**config.mk**
```make
export PLATFORM = sky130hd
export DESIGN_NAME = lru_block_buffer_cache
export DESIGN_NICKNAME = d
export VERILOG_FILES = /design/src/rtl/lbbc_pkg.sv /design/src/rtl/lbbc_ram.sv /design/src/rtl/lru_block_buffer_cache.sv
export SDC_FILE = /design/constraint.sdc
export NUM_CORES = 1
export LEC_CHECK = 0
export BUFFER_PORTS_ARGS = -buffer_cell sky130_fd_sc_hd__buf_2
export CAP_MARGIN = 20
export CELL_PAD_IN_SITES_DETAIL_PLACEMENT = 1
export CELL_PAD_IN_SITES_GLOBAL_PLACEMENT = 1
export CORE_UTILIZATION = 50
export CTS_BUF_LIST = sky130_fd_sc_hd__clkbuf_8 sky130_fd_sc_hd__clkbuf_16
export CTS_CLUSTER_DIAMETER = 40
export CTS_CLUSTER_SIZE = 24
export DETAILED_ROUTE_END_ITERATION = 10
export PLACE_DENSITY = 0.86
export SYNTH_ARGS = -nofsm -noshare
export SYNTH_HDL_FRONTEND = slang
export SYNTH_HIERARCHICAL = 1
export SYNTH_SLANG_ARGS = --single-unit
```
**constraint.sdc**
```tcl
create_clock -name clk -period 5.5 [get_ports clk]
set_clock_uncertainty 0.15 [all_clocks]
set_input_delay 1.1 -clock clk [delete_from_list [all_inputs] [get_ports clk]]
set_output_delay 1.1 -clock clk [all_outputs]
set_load 0.1 [all_outputs]
```
**src/rtl/lbbc_pkg.sv**
```systemverilog
`timescale 1ns / 1ps
// ----------------------------------------------------------------------------
// lbbc_pkg
// Shared types and constants of the LRU block buffer cache.
// ----------------------------------------------------------------------------
package lbbc_pkg;

  localparam int TAG_W      = 31;
  localparam int SLOT_W     = 4;
  localparam int COUNT_W    = 8;
  localparam int KIND_W     = 2;
  localparam int STATUS_W   = 2;
  localparam int IN_DATA_W  = 40;
  localparam int OUT_DATA_W = 16;
  localparam int SLOT_LSB   = TAG_W;

  localparam logic [COUNT_W-1:0] COUNT_MAX = '1;

  typedef enum logic [KIND_W-1:0] {
    KIND_GET     = 2'd0,
    KIND_RELEASE = 2'd1,
    KIND_ADD     = 2'd2,
    KIND_DROP    = 2'd3
  } kind_t;

  typedef enum logic [STATUS_W-1:0] {
    ST_OK        = 2'd0,
    ST_NO_FREE   = 2'd1,
    ST_UNDERFLOW = 2'd2,
    ST_OVERFLOW  = 2'd3
  } status_t;

  // One slot of the cache as held in the slot RAM.
  typedef struct packed {
    logic [TAG_W-1:0]   tag;
    logic               loaded;
    logic [COUNT_W-1:0] count;
  } entry_t;

  // Result transfer, slot_out in the lowest bits.
  typedef struct packed {
    status_t            status;
    logic [COUNT_W-1:0] ref_count_out;
    logic               need_fill;
    logic               hit;
    logic [SLOT_W-1:0]  slot_out;
  } result_t;

endpackage

```
**src/rtl/lbbc_ram.sv**
```systemverilog
`timescale 1ns / 1ps
// ----------------------------------------------------------------------------
// lbbc_ram
// Generic single-write, single-read RAM with registered read data.
// ----------------------------------------------------------------------------
module lbbc_ram #(
  parameter int WIDTH = 8,
  parameter int DEPTH = 16
) (
  input  logic                     clk,
  input  logic                     we,
  input  logic [$clog2(DEPTH)-1:0] waddr,
  input  logic [WIDTH-1:0]         wdata,
  input  logic [$clog2(DEPTH)-1:0] raddr,
  output logic [WIDTH-1:0]         rdata
);

  logic [WIDTH-1:0] mem [DEPTH];

  always_ff @(posedge clk) begin
    if (we) begin
      mem[waddr] <= wdata;
    end
    rdata <= mem[raddr];
  end

endmodule

```
**src/rtl/lru_block_buffer_cache.sv**
```systemverilog
`timescale 1ns / 1ps
// ----------------------------------------------------------------------------
// lru_block_buffer_cache
// LRU block buffer cache with per-slot reference counts, slot RAM and
// recency-order RAM.
// ----------------------------------------------------------------------------
// Get: walks the recency-order RAM (one position a cycle, two reads deep), then
//   updates the slot it finds and registers the result. Add, drop and release
//   read the slot, write its new count and register the result (a slot out of range
//   goes straight to the result); a release that frees the slot adds a move-to-front pass.
// Throughput: one item at a time, the next taken once the result is registered.
// Reset: synchronous; a clearing pass over every entry fills both RAMs, s_tready low.
module lru_block_buffer_cache #(
  parameter int ENTRIES = 16
) (
  input  logic                             clk,
  input  logic                             rst,
  // input stream
  input  logic                             s_tvalid,
  output logic                             s_tready,
  // s_tdata: [30:0] block_number, [34:31] slot, [39:35] zero
  input  logic [lbbc_pkg::IN_DATA_W-1:0]   s_tdata,
  // s_tuser: [1:0] kind
  input  logic [lbbc_pkg::KIND_W-1:0]      s_tuser,
  // result stream
  output logic                             m_tvalid,
  input  logic                             m_tready,
  // m_tdata: [3:0] slot_out, [4] hit, [5] need_fill, [13:6] ref_count_out,
  //          [15:14] status
  output logic [lbbc_pkg::OUT_DATA_W-1:0]  m_tdata
);

  import lbbc_pkg::*;

  localparam int IW = $clog2(ENTRIES);
  localparam logic [IW-1:0] LAST = IW'(ENTRIES - 1);

  typedef enum logic [2:0] {
    CLEAR, IDLE, SCAN, GET_FIN, OP_RD, MTF, RESP
  } state_t;

  state_t            state;
  logic [IW-1:0]     clr_cnt;
  // get walk: rp issues order reads, v1/v2 track the two read stages
  logic [IW-1:0]     rp;
  logic              issue_done;
  logic              v1;
  logic              v2;
  logic [IW-1:0]     c2;
  kind_t             kind_r;
  logic [TAG_W-1:0]  tag_r;
  logic [IW-1:0]     slot_r;
  logic              found;
  logic [IW-1:0]     hit_slot;
  entry_t            hit_entry;
  logic              free;
  logic [IW-1:0]     free_slot;
  // move-to-front: write position and the value shifted into it
  logic [IW-1:0]     wp;
  logic [IW-1:0]     carry;
  result_t           res;

  // RAM ports
  logic              slot_we;
  logic [IW-1:0]     slot_waddr;
  entry_t            slot_wdata;
  logic [IW-1:0]     slot_raddr;
  entry_t            slot_rdata;
  logic              ord_we;
  logic [IW-1:0]     ord_waddr;
  logic [IW-1:0]     ord_wdata;
  logic [IW-1:0]     ord_raddr;
  logic [IW-1:0]     ord_rdata;

  logic [SLOT_W-1:0] in_slot;
  logic              in_range;
  logic              accept;

  // computed results of the finishing states
  result_t           get_res;
  result_t           op_res;
  logic [COUNT_W-1:0] op_cnt;

  assign in_slot  = s_tdata[SLOT_LSB +: SLOT_W];
  assign in_range = ({5'd0, in_slot} < 9'(ENTRIES));
  assign s_tready = (state == IDLE);
  assign accept   = s_tvalid && s_tready;

  lbbc_ram #(.WIDTH($bits(entry_t)), .DEPTH(ENTRIES)) u_slot_ram (
    .clk   (clk),
    .we    (slot_we),
    .waddr (slot_waddr),
    .wdata (slot_wdata),
    .raddr (slot_raddr),
    .rdata (slot_rdata)
  );

  lbbc_ram #(.WIDTH(IW), .DEPTH(ENTRIES)) u_order_ram (
    .clk   (clk),
    .we    (ord_we),
    .waddr (ord_waddr),
    .wdata (ord_wdata),
    .raddr (ord_raddr),
    .rdata (ord_rdata)
  );

  // Result of a get, from the walk's findings.
  always_comb begin
    get_res = '0;
    if (found) begin
      get_res.hit       = 1'b1;
      get_res.need_fill = !hit_entry.loaded;
      get_res.slot_out  = SLOT_W'(hit_slot);
      if (hit_entry.count == COUNT_MAX) begin
        get_res.status        = ST_OVERFLOW;
        get_res.ref_count_out = hit_entry.count;
      end else begin
        get_res.status        = ST_OK;
        get_res.ref_count_out = hit_entry.count + 1'b1;
      end
    end else if (free) begin
      get_res.need_fill     = 1'b1;
      get_res.slot_out      = SLOT_W'(free_slot);
      get_res.ref_count_out = COUNT_W'(1);
      get_res.status        = ST_OK;
    end else begin
      get_res.status = ST_NO_FREE;
    end
  end

  // Count update for release, add and drop on the freshly read slot.
  always_comb begin
    op_cnt = slot_rdata.count;
    op_res = '0;
    op_res.slot_out = SLOT_W'(slot_r);
    op_res.status   = ST_OK;
    if (kind_r == KIND_ADD) begin
      if (slot_rdata.count == COUNT_MAX) begin
        op_res.status = ST_OVERFLOW;
      end else begin
        op_cnt = slot_rdata.count + 1'b1;
      end
    end else begin
      if (slot_rdata.count == '0) begin
        op_res.status = ST_UNDERFLOW;
      end else begin
        op_cnt = slot_rdata.count - 1'b1;
      end
    end
    op_res.ref_count_out = op_cnt;
  end

  // RAM address and write steering.
  always_comb begin
    slot_we    = 1'b0;
    slot_waddr = slot_r;
    slot_wdata = slot_rdata;
    slot_raddr = IW'(in_slot);
    ord_we     = 1'b0;
    ord_waddr  = wp;
    ord_wdata  = carry;
    ord_raddr  = rp;
    case (state)
      CLEAR: begin
        slot_we    = 1'b1;
        slot_waddr = clr_cnt;
        slot_wdata = '0;
        ord_we     = 1'b1;
        ord_waddr  = clr_cnt;
        ord_wdata  = LAST - clr_cnt;
      end
      SCAN: begin
        // order data names the slot whose entry is read next
        slot_raddr = ord_rdata;
      end
      GET_FIN: begin
        if (found) begin
          slot_we           = 1'b1;
          slot_waddr        = hit_slot;
          slot_wdata        = hit_entry;
          slot_wdata.loaded = 1'b1;
          slot_wdata.count  = get_res.ref_count_out;
        end else if (free) begin
          slot_we    = 1'b1;
          slot_waddr = free_slot;
          slot_wdata = '{tag: tag_r, loaded: 1'b1, count: COUNT_W'(1)};
        end
      end
      OP_RD: begin
        slot_we          = 1'b1;
        slot_wdata.count = op_cnt;
        // head of the order, in case the release frees the slot
        ord_raddr        = '0;
      end
      MTF: begin
        ord_we    = 1'b1;
        ord_raddr = wp + 1'b1;
      end
      default: begin
      end
    endcase
  end

  always_ff @(posedge clk) begin
    if (rst) begin
      state      <= CLEAR;
      clr_cnt    <= '0;
      issue_done <= 1'b0;
      v1         <= 1'b0;
      v2         <= 1'b0;
      found      <= 1'b0;
      free       <= 1'b0;
      m_tvalid   <= 1'b0;
    end else begin
      v1 <= (state == SCAN) && !issue_done;
      v2 <= v1;
      c2 <= ord_rdata;
      // RESP reloads the output register itself
      if (m_tvalid && m_tready && state != RESP) begin
        m_tvalid <= 1'b0;
      end
      case (state)
        CLEAR: begin
          clr_cnt <= clr_cnt + 1'b1;
          if (clr_cnt == LAST) begin
            state <= IDLE;
          end
        end
        IDLE: begin
          if (accept) begin
            kind_r     <= kind_t'(s_tuser);
            tag_r      <= s_tdata[TAG_W-1:0];
            slot_r     <= IW'(in_slot);
            rp         <= '0;
            issue_done <= 1'b0;
            found      <= 1'b0;
            free       <= 1'b0;
            if (kind_t'(s_tuser) == KIND_GET) begin
              state <= SCAN;
            end else if (!in_range) begin
              res   <= '{status: ST_NO_FREE, ref_count_out: '0, need_fill: 1'b0,
                         hit: 1'b0, slot_out: in_slot};
              state <= RESP;
            end else begin
              state <= OP_RD;
            end
          end
        end
        SCAN: begin
          if (!issue_done) begin
            if (rp == LAST) begin
              issue_done <= 1'b1;
            end else begin
              rp <= rp + 1'b1;
            end
          end
          if (v2) begin
            // first tag match from the most recent end wins
            if (!found && slot_rdata.tag == tag_r) begin
              found     <= 1'b1;
              hit_slot  <= c2;
              hit_entry <= slot_rdata;
            end
            // last idle slot seen is the least recent one
            if (slot_rdata.count == '0) begin
              free      <= 1'b1;
              free_slot <= c2;
            end
          end
          if (issue_done && !v1 && !v2) begin
            state <= GET_FIN;
          end
        end
        GET_FIN: begin
          res   <= get_res;
          state <= RESP;
        end
        OP_RD: begin
          res <= op_res;
          if (kind_r == KIND_RELEASE && slot_rdata.count == COUNT_W'(1)) begin
            wp    <= '0;
            carry <= slot_r;
            state <= MTF;
          end else begin
            state <= RESP;
          end
        end
        MTF: begin
          // shift each position down by one until the slot's old place
          carry <= ord_rdata;
          if (ord_rdata == slot_r || wp == LAST) begin
            state <= RESP;
          end else begin
            wp <= wp + 1'b1;
          end
        end
        RESP: begin
          if (!m_tvalid || m_tready) begin
            m_tvalid <= 1'b1;
            m_tdata  <= res;
            state    <= IDLE;
          end
        end
        default: begin
          state <= IDLE;
        end
      endcase
    end
  end

endmodule

```
# Yosys cells after proc, flatten, opt, wreduce, memory -nomap -nowiden

Memory sizes are Yosys's and may differ from the RTL's. A register that Yosys moved wholly into a read port is not among the register bits.
Cells that the tools add are included.

Register bits: 146
Bits in writable memories: 704
Input bits: 46
Word-level logic and storage cells: 164
Memories kept: 2

Memories:

| name            | words | bits a word | rd ports | clocked after memory_dff | write ports | line           | text |
|---|---|---|---|---|---|---|---|
| u_slot_ram.mem  | 16    | 40          | 1        | 1                        | 1           | lbbc_ram.sv:18 | `logic [WIDTH-1:0] mem [DEPTH];` |
| u_order_ram.mem | 16    | 4           | 1        | 1                        | 1           | lbbc_ram.sv:18 |  |

$add $sub $neg: 7
Equal/unequal tests: 29
Mux-type cells: 63
Bitwise gates (word level): 1
Reductions and logical operators: 36

Operator list:

| operator                                                         | number |
|---|---|
| 40-bit 2-to-1 mux                                                | 2 |
| 32-bit one-hot mux with 2 select lines                           | 1 |
| 4-bit 2-to-1 mux                                                 | 13 |
| 4-bit one-hot mux with 2 select lines                            | 5 |
| 16-bit one-hot mux with 2 select lines                           | 1 |
| 31-bit == test                                                   | 1 |
| 8-bit 2-to-1 mux                                                 | 3 |
| 8-bit one-hot mux with 3 select lines                            | 1 |
| 3-bit one-hot mux with 7 select lines                            | 1 |
| 4-bit AND reduction                                              | 5 |
| 1-bit 2-to-1 mux                                                 | 19 |
| 3-bit 2-to-1 mux                                                 | 6 |
| 2-bit != test (second input constant)                            | 9 |
| 8-bit by 1-bit adder with 8-bit output (second input constant)   | 2 |
| 8-bit == test (second input constant)                            | 2 |
| 4-bit by 1-bit adder with 4-bit output (second input constant)   | 3 |
| 4-bit == test (second input constant)                            | 3 |
| 11-bit 2-to-1 mux                                                | 1 |
| 10-bit 2-to-1 mux                                                | 1 |
| 2-bit 2-to-1 mux                                                 | 5 |
| 5-bit AND reduction                                              | 2 |
| 3-bit == test (second input constant)                            | 3 |
| 3-bit AND reduction                                              | 3 |
| 8-bit by 1-bit == test with 1-bit output (second input constant) | 1 |
| other kinds (20)                                                 | 43 |

# Depth between registers and ports, before layout

Gate-level depths: netlist (run 1).

Word-level depth: 5
Gate-level depth with buffers: 11

# Cells and area by module

Netlist (run 1), hierarchy kept.

Modules (own cells, without submodules):

| module                  | instances | cells each | area each (um^2) |
|---|---|---|---|
| lbbc_ram at u_slot_ram  | 1         | 1040       | 25131.6 |
| lru_block_buffer_cache  | 1         | 604        | 7071.8 |
| lbbc_ram at u_order_ram | 1         | 130        | 2666.3 |

# Worst setup path after synthesis (run 1)

OpenSTA, ideal clock, no wires.

Kind: flip-flop to flip-flop
From: register state[1]
To: register kind_r[0] (enable)
Data arrival time: 4.799 ns
Required time: 4.919 ns
Path slack: 0.119 ns
Stages on the path, launching flop included: 5
Period minus slack after synthesis: 5.381 ns
Cell sequence: dfxtp_1 buf_4 nor3b_1 nand2_1 nor2_1

Word-level cells in the longest chain between the ends: 3

RTL lines:

| what                                       | line                          | text |
|---|---|---|
| from (decl)                                | lru_block_buffer_cache.sv:42  | `state_t state;` |
| from (signal assigned)                     | lru_block_buffer_cache.sv:206 | `state <= CLEAR;` |
| from (signal assigned)                     | lru_block_buffer_cache.sv:226 | `state <= IDLE;` |
| from (signal assigned)                     | lru_block_buffer_cache.sv:239 | `state <= SCAN;` |
| 3-bit by 1-bit == test with 1-bit output * | lru_block_buffer_cache.sv:86  | `assign s_tready = (state == IDLE);` |
| net s_tready                               | lru_block_buffer_cache.sv:20  | `output logic s_tready,` |
| 1-bit logical AND                          | lru_block_buffer_cache.sv:87  | `assign accept = s_tvalid && s_tready;` |
| 3-bit AND reduction (no line) *            | n/a                           |  |
| to (signal assigned)                       | lru_block_buffer_cache.sv:231 | `kind_r <= kind_t'(s_tuser);` |
| to (decl)                                  | lru_block_buffer_cache.sv:50  | `kind_t kind_r;` |

Mark *: on every way through the listed nets, which the timed path passes. The rest lies on a longest branch.
A chain may end at the register's enable or synchronous reset.

# Worst setup path after layout (run 1)

From: register state[0]
To: memory u_slot_ram/mem[7][26] (netlist name) (enable)

RTL lines:

| what                                                                               | line                          | text |
|---|---|---|
| 3-bit by 2-bit == test with 1-bit output / 3-bit zero test (equally long branches) | lru_block_buffer_cache.sv:163 | `case (state)` |
| 4-bit one-hot mux with 2 select lines *                                            | lru_block_buffer_cache.sv:163 |  |
| net slot_waddr[0]                                                                  | lru_block_buffer_cache.sv:65  | `logic [IW-1:0] slot_waddr;` |
| to (decl)                                                                          | lbbc_ram.sv:18                |  |

Marks and branches as above.

==> impl_metrics.py, run 1 <==
metrics = {
    "synthesis": {
        "syn_nets": 1827,
        "synth_most_common_cell": "edfxtp_1",
        "avgSynthCellArea_um2": 19.7,
        "synth_seq_cells": 894,
        "yosys.area.top_type_share_pct": 72.1,
        "synth_edf_count": 837,
        "async_flop_share_pct": 0,
        "synth_largest_area_cell": "edfxtp_1",
        "synth_area_leaders": "edfxtp_1 (72%), mux4_2 (6.6%), mux4_1 (5.6%), dfxtp_1 (3.3%), a22oi_1 (2.6%)",
        "synth_area_mm2": 0.0349,
        "synthCells": 1774,
        "yosys_most_used_dff": "edfxtp_1",
        "synth_commonest_cells": "edfxtp_1 (837), nand2_1 (129), a22oi_1 (121)",
        "yosysSeqAreaShare_pct": 75.4,
        "synth.distinct_cells": 64,
        "synth_warnings": 6,
    },
    "floorplan": {
        "die_w_um": 266,
        "die_y_um": 266,
        "die_area_mm2": 0.0708,
        "rows": 96,
        "start_util_pct": 50.7,
        "ios": 64,
        "design.core.area_mm2": 0.0688,
    },
    "sta": {
        "fin_crit_sh_pct": 73.6,
        "hold_viol": 0,
        "setup_violations": 0,
        "finalSetupTns_ns": 0,
        "rsz0062_at_grt": "false",
        "timing.fmax_mhz": 247,
        "maxSlewHeadroom_pct": 24.0,
        "final_max_slew_viol_count": 0,
        "fin_crit_ns": 4.05,
        "worst_pin_slew_ns": 1.14,
    },
    "pwr": {
        "power_leakage_uw": 0.0135,
        "ir_worst_vdd_mv": 0.410,
        "power.density_mw_per_mm2": 481,
    },
    "worst_setup_path": {
        "endpoint_kind": "flop",
        "r2r_slack_ns": 1.45,
        "path_class": "reg -> reg",
        "cp.required_ns": 5.64,
        "cp_cell_sequence": "nor3_1 -> buf_4 -> nor2_4 -> nand2_1 -> o211ai_1 -> nand2_1 -> nor2_4 -> buf_4",
        "cp_top_family": "simple AND/OR/NAND/NOR gates",
        "critPathBufInv": 2,
        "reg2reg_from": "state[0]",
        "startpoint_type": "flop",
        "critPathSlowestCell": "buf_4",
        "worstReg2RegEnd": "u_slot_ram/mem[7][26]",
        "critPathMaxStageDelay_ns": 0.75,
        "crit_fanout": 40,
        "r2r.worst_path.cells": 8,
        "worstPathArrival_ns": 4.19,
    },
    "global_routing": {
        "grt_pass1_vias": 19900,
        "grt_start_max_net_pins": 76,
        "grt_antenna_before_repair": 0,
        "grt_use_total_pct": 26.6,
        "grt-ovfl-total": 0,
        "grt_pass1_wl_um": 135000,
    },
    "route": {
        "wl_per_cell_um": 31.4,
        "drt_iter0_drc": 1913,
        "vias": 18700,
        "wl_um": 92400,
        "drt-vias-per-instance": 6.36,
        "drc_errors": 0,
        "drtAntennaViolNets": 0,
        "first_pass_iters": 5,
    },
    "placed_design": {
        "gp_congestion": 0.837,
        "post_dp_cell_area_mm2": 0.0364,
        "dpl.hpwl_um": 48400,
        "numPortBuffers": 58,
    },
    "cells_and_area": {
        "final_cell_area_mm2": 0.0403,
        "drive_gt1_share_pct": 23.0,
        "syn_to_final_growth_pct": 15.5,
        "final_nets": 1972,
        "n_fill_cell": 5874,
    },
    "hold_path": {
        "min_to": "m_tdata[8]",
        "worstHoldPathType": "reg -> reg",
        "hp-start": "res[8]",
        "hold_depth": 0,
    },
    "flow_run": {
        "maxCapViolations": 0,
    },
    "clock_tree": {
        "clk_pin_slew_ns": 0.06,
        "cts_tree": "yes",
        "cts_resized": 0,
        "ctsHoldBuffers": 0,
        "ctsLongestPathBuffers": 3,
        "cts_made_buffers": 104,
        "cts_max_level": 3,
        "cts_root_buf": "clkbuf_16",
        "insertion_delay_ns": 0.70,
        "cts.sinks": 894,
        "post_cts_buffers": 0,
    },
    "status": {
        "status": "finished, final reports clean",
    },
}
-- layer usage --
layer	vias to the layer above	global-route usage [%]	part of all wire, %
met4	0	10.1	3.4
li1	7662	-	-
met1	9825	33.9	37
met3	212	4.18	7.8
met5	-	0	0
met2	1008	45.9	52
-- placed cells by master, fill, tap and decap left out, types with 18 or more instances in the layout --
master     synthesis  layout
inv_1             13      21
buf_4              1      48
nor2_1            62      48
o21ai_0           47      39
clkbuf_16          0     105
buf_2             25      73
nand3_1           27      27
nand2_1          129     127
edfxtp_1         837     837
a22oi_1          121     121
inv_6              0      18
xnor2_1           31      31
mux4_2           102     102
dfxtp_1           57      56
mux4_1            74      74
-- metrics by stage --
stage | hold WS, ns | setup slack, ns | util, % | cells | total power [µW]
floorplan | 0.250 | 0.119 | - | 1774 | 10800
global placement | 0.253 | 1.66 | 52.7 | 2716 | 11600
detailed placement | 0.256 | 1.47 | 52.9 | 2738 | 12000
CTS | 0.268 | 1.52 | 58.4 | 2936 | 19400
global route | 0.277 | 1.33 | 58.5 | 2942 | 19900
finish | 0.268 | 1.45 | 58.5 | 2943 | 19400
-- worst max path at each step --
stage | end | slack [ns] | startpoint | cells past startpoint
after floorplan | kind_r[0] | 0.12 | state[1] | 4
final | u_slot_ram/mem[7][26] | 1.45 | state[0] | 8
after global placement | hit_entry[1] | 1.66 | rst | 6
after CTS | u_slot_ram/mem[7][21] | 1.52 | state[0] | 8
after detailed placement | hit_entry[22] | 1.47 | rst | 6
after global routing | u_slot_ram/mem[7][26] | 1.33 | state[0] | 8
-- worst reg2reg max path: stages (launching register included) --
cell      delay [ns]
dfxtp_1         0.65
nor3_1          0.14
buf_4           0.22
nor2_4          0.54
nand2_1         0.12
o211ai_1        0.38
nand2_1         0.45
nor2_4          0.20
buf_4           0.76
-- registers in the layout, indices dropped and copies added, names as in the netlist, 16 cells and up --
| signal | cells |
|---|---|
| u_slot_ram/mem | 640 |
| m_tdata | 16 |
| hit_entry | 40 |
| tag_r | 31 |
| u_slot_ram/rdata | 40 |
| res | 16 |
| u_order_ram/mem | 64 |
-- cell type report --
| cell class | count | area, µm² | share of cell area [%] |
|---|---|---|---|
| well taps | 931 | 1160 | 2.89 |
| clock inverters | 90 | 1120 | 2.79 |
| diodes | 1 | 2.50 | 0.00621 |
| clock buffers | 108 | 2670 | 6.62 |
| inverters | 13 | 48.8 | 0.121 |
| multi-input cells | 778 | 8130 | 20.2 |
| repair buffers | 128 | 866 | 2.15 |
| flip-flops and latches | 894 | 26300 | 65.2 |
-- cells by family (layout without fill, tap and decap cells) --
kind of cell,Yosys count,count (layout),synth area share [%]
and+or+nand+nor,307,307,4.21
adders and majority gates,7,7,0.251
other,0,1,0
xor gates and xnor gates,46,46,1.16
AOI/OAI and AO/OA,231,231,4.70
muxes,187,187,12.5
buffers and inverters,102,339,1.84
DFF,894,894,75.4
-- report_power, final --
| group | internal, µW | total (µW) | switching, µW |
|---|---|---|---|
| Clock | 4320 | 7380 | 3060 |
| Combinational | 804 | 2730 | 1930 |
| Sequential | 8850 | 9260 | 413 |
| Total | 14000 | 19400 | 5400 |
Power figures use the tool's default switching activity.
==> run 2: changes to the inputs <==
--- a/config.mk
+++ b/config.mk
@@ -9,12 +9,12 @@
 export CAP_MARGIN = 20
 export CELL_PAD_IN_SITES_DETAIL_PLACEMENT = 1
 export CELL_PAD_IN_SITES_GLOBAL_PLACEMENT = 1
-export CORE_UTILIZATION = 50
+export CORE_UTILIZATION = 55
 export CTS_BUF_LIST = sky130_fd_sc_hd__clkbuf_8 sky130_fd_sc_hd__clkbuf_16
 export CTS_CLUSTER_DIAMETER = 40
 export CTS_CLUSTER_SIZE = 24
 export DETAILED_ROUTE_END_ITERATION = 10
-export PLACE_DENSITY = 0.86
+export PLACE_DENSITY = 0.89
 export SYNTH_ARGS = -nofsm -noshare
 export SYNTH_HDL_FRONTEND = slang
 export SYNTH_HIERARCHICAL = 1
==> constraint.sdc (replaced) <==
create_clock -name clk -period 4.05 [get_ports clk]
set_clock_uncertainty 0.15 [all_clocks]
set_input_delay 0.81 -clock clk [delete_from_list [all_inputs] [get_ports clk]]
set_output_delay 0.81 -clock clk [all_outputs]
set_load 0.1 [all_outputs]
==> impl_metrics.py, run 2 (synthesis results as in run 1) <==
metrics = {
    "status": {
        "status": "finished, final reports clean",
    },
    "cells_and_area": {
        "final_nets": 2008,
        "n_fill_cell": 5099,
        "top_regs": "u_slot_ram/mem: 640 flops, u_order_ram/mem: 64 flops",
        "layout_common_cells": "edfxtp_1 (837), nand2_1 (127), a22oi_1 (121), clkbuf_16 (112), mux4_2 (102)",
        "syn_to_final_growth_pct": 16.3,
        "multi_input_area_mm2": 0.00814,
        "largest_reg_flops": 640,
        "diodes": 0,
        "final_common_cell": "edfxtp_1",
        "seqCellArea_mm2": 0.0263,
        "drive_gt1_share_pct": 24.3,
        "top_register": "u_slot_ram/mem",
        "final_cell_area_mm2": 0.0405,
    },
    "worst_setup_path": {
        "cp_top_family": "simple AND/OR/NAND/NOR gates",
        "critPathBufInv": 3,
        "startpoint_type": "flop",
        "crit_fanout": 22,
        "reg2reg_from": "state[1]",
        "worstPathArrival_ns": 3.94,
        "cp.required_ns": 4.19,
        "startpoint": "state[1]",
        "r2r_slack_ns": 0.25,
        "cp_cell_sequence": "nand3b_1 -> buf_4 -> nor2_1 -> nor2_1 -> inv_1 -> nand3_1 -> nor3_2 -> buf_4",
        "critPathMaxStageDelay_ns": 0.62,
        "cp.depth": 8,
        "endpoint_kind": "flop",
        "cp-endpoint": "u_slot_ram/mem[12][35]",
        "path_class": "reg -> reg",
        "critPathSlowestCell": "dfxtp_1",
        "r2r.worst_path.cells": 8,
        "worstReg2RegEnd": "u_slot_ram/mem[12][35]",
    },
    "hold_path": {
        "worstHoldPathType": "in -> reg",
    },
    "clock_tree": {
        "cts_tree": "yes",
        "ctsLongestPathBuffers": 3,
        "ctsHoldBuffers": 0,
        "cts_root_buf": "clkbuf_16",
        "clk_pin_slew_ns": 0.06,
        "post_cts_buffers": 0,
        "insertion_delay_ns": 0.69,
        "cts_made_buffers": 110,
        "cts_max_level": 3,
        "cts.sinks": 894,
        "cts_resized": 0,
    },
    "route": {
        "first_pass_iters": 5,
        "wl_um": 94500,
        "drc_errors": 0,
        "wl_per_cell_um": 32.7,
        "drt_iter0_drc": 2195,
        "vias": 19000,
        "drtAntennaViolNets": 0,
        "drt-vias-per-instance": 6.59,
    },
    "pwr": {
        "power.density_mw_per_mm2": 659,
        "ir_worst_vdd_mv": 0.493,
        "power_uw": 26700,
        "power_leakage_uw": 0.0137,
    },
    "global_routing": {
        "grt_pass1_wl_um": 138000,
        "grt_start_max_net_pins": 61,
        "grt_antenna_before_repair": 0,
        "grt_pass1_vias": 20600,
        "grt-ovfl-total": 0,
        "grt_use_total_pct": 30.1,
    },
    "floorplan": {
        "ios": 64,
        "die_area_mm2": 0.0644,
        "start_util_pct": 56.1,
        "die_w_um": 254,
        "rows": 91,
        "design.core.area_mm2": 0.0622,
        "die_y_um": 254,
    },
    "placed_design": {
        "gp_congestion": 0.848,
        "post_dp_cell_area_mm2": 0.0367,
        "numPortBuffers": 58,
        "dpl.hpwl_um": 51100,
    },
    "sta": {
        "fin_crit_ns": 3.80,
        "final_max_slew_viol_count": 0,
        "hold_viol": 0,
        "maxSlewHeadroom_pct": 27.0,
        "worst_pin_slew_ns": 1.09,
        "rsz0062_at_grt": "false",
        "setup_violations": 0,
        "timing.fmax_mhz": 263,
        "fin_crit_sh_pct": 93.7,
        "whs_ns": 0.156,
    },
    "flow_run": {
        "maxCapViolations": 0,
    },
}
## run 2: stage by stage
stage | worst slack [ns] | util (%) | setup TNS [ns] | std cells
global placement | 0.663 | 59.0 | 0 | 2676
floorplan | -0.833 | - | -67.75 | 1774
CTS | 0.358 | 65.2 | 0 | 2885
detailed placement | 0.509 | 59.0 | 0 | 2677
finish | 0.253 | 65.2 | 0 | 2888
global route | 0.192 | 65.2 | 0 | 2888
## run 2: how the worst min path moves through the flow
stage | start | end | slack [ns] | depth (start not counted)
after floorplan | res[0] | m_tdata[0] | 0.25 | 0
after global placement | res[13] | m_tdata[13] | 0.25 | 0
after detailed placement | res[5] | m_tdata[5] | 0.26 | 0
after CTS | s_tdata[4] | tag_r[4] | 0.12 | 1
after global routing | s_tdata[8] | tag_r[8] | 0.13 | 1
final | s_tdata[7] | tag_r[7] | 0.16 | 1
## run 2: report_power, final
group          internal (µW)  switching [µW]  total (µW)  leakage (µW)
combinational           1200            2730        3930       0.00357
sequential             12000             552       12500       0.00822
clock                   5880            4360       10200       0.00187
total                  19100            7640       26700        0.0137
## run 2: routing by layer
layer  global-route usage, %  routed length, µm  vias to the layer above
met5                       0                  0                        -
met4                    12.3               3560                        0
met3                    4.83               7420                      256
met2                    52.4              49100                     1099
met1                    37.7              34500                     9959
li1                        -                  -                     7727
## run 2: area by class of cell
class                   count  area share, %
clock inverters            96           2.57
clock buffers             112           6.91
flip-flops and latches    894           64.8
repair buffers            158           2.91
multi-input cells         778           20.1
well taps                 837           2.58
inverters                  13          0.120
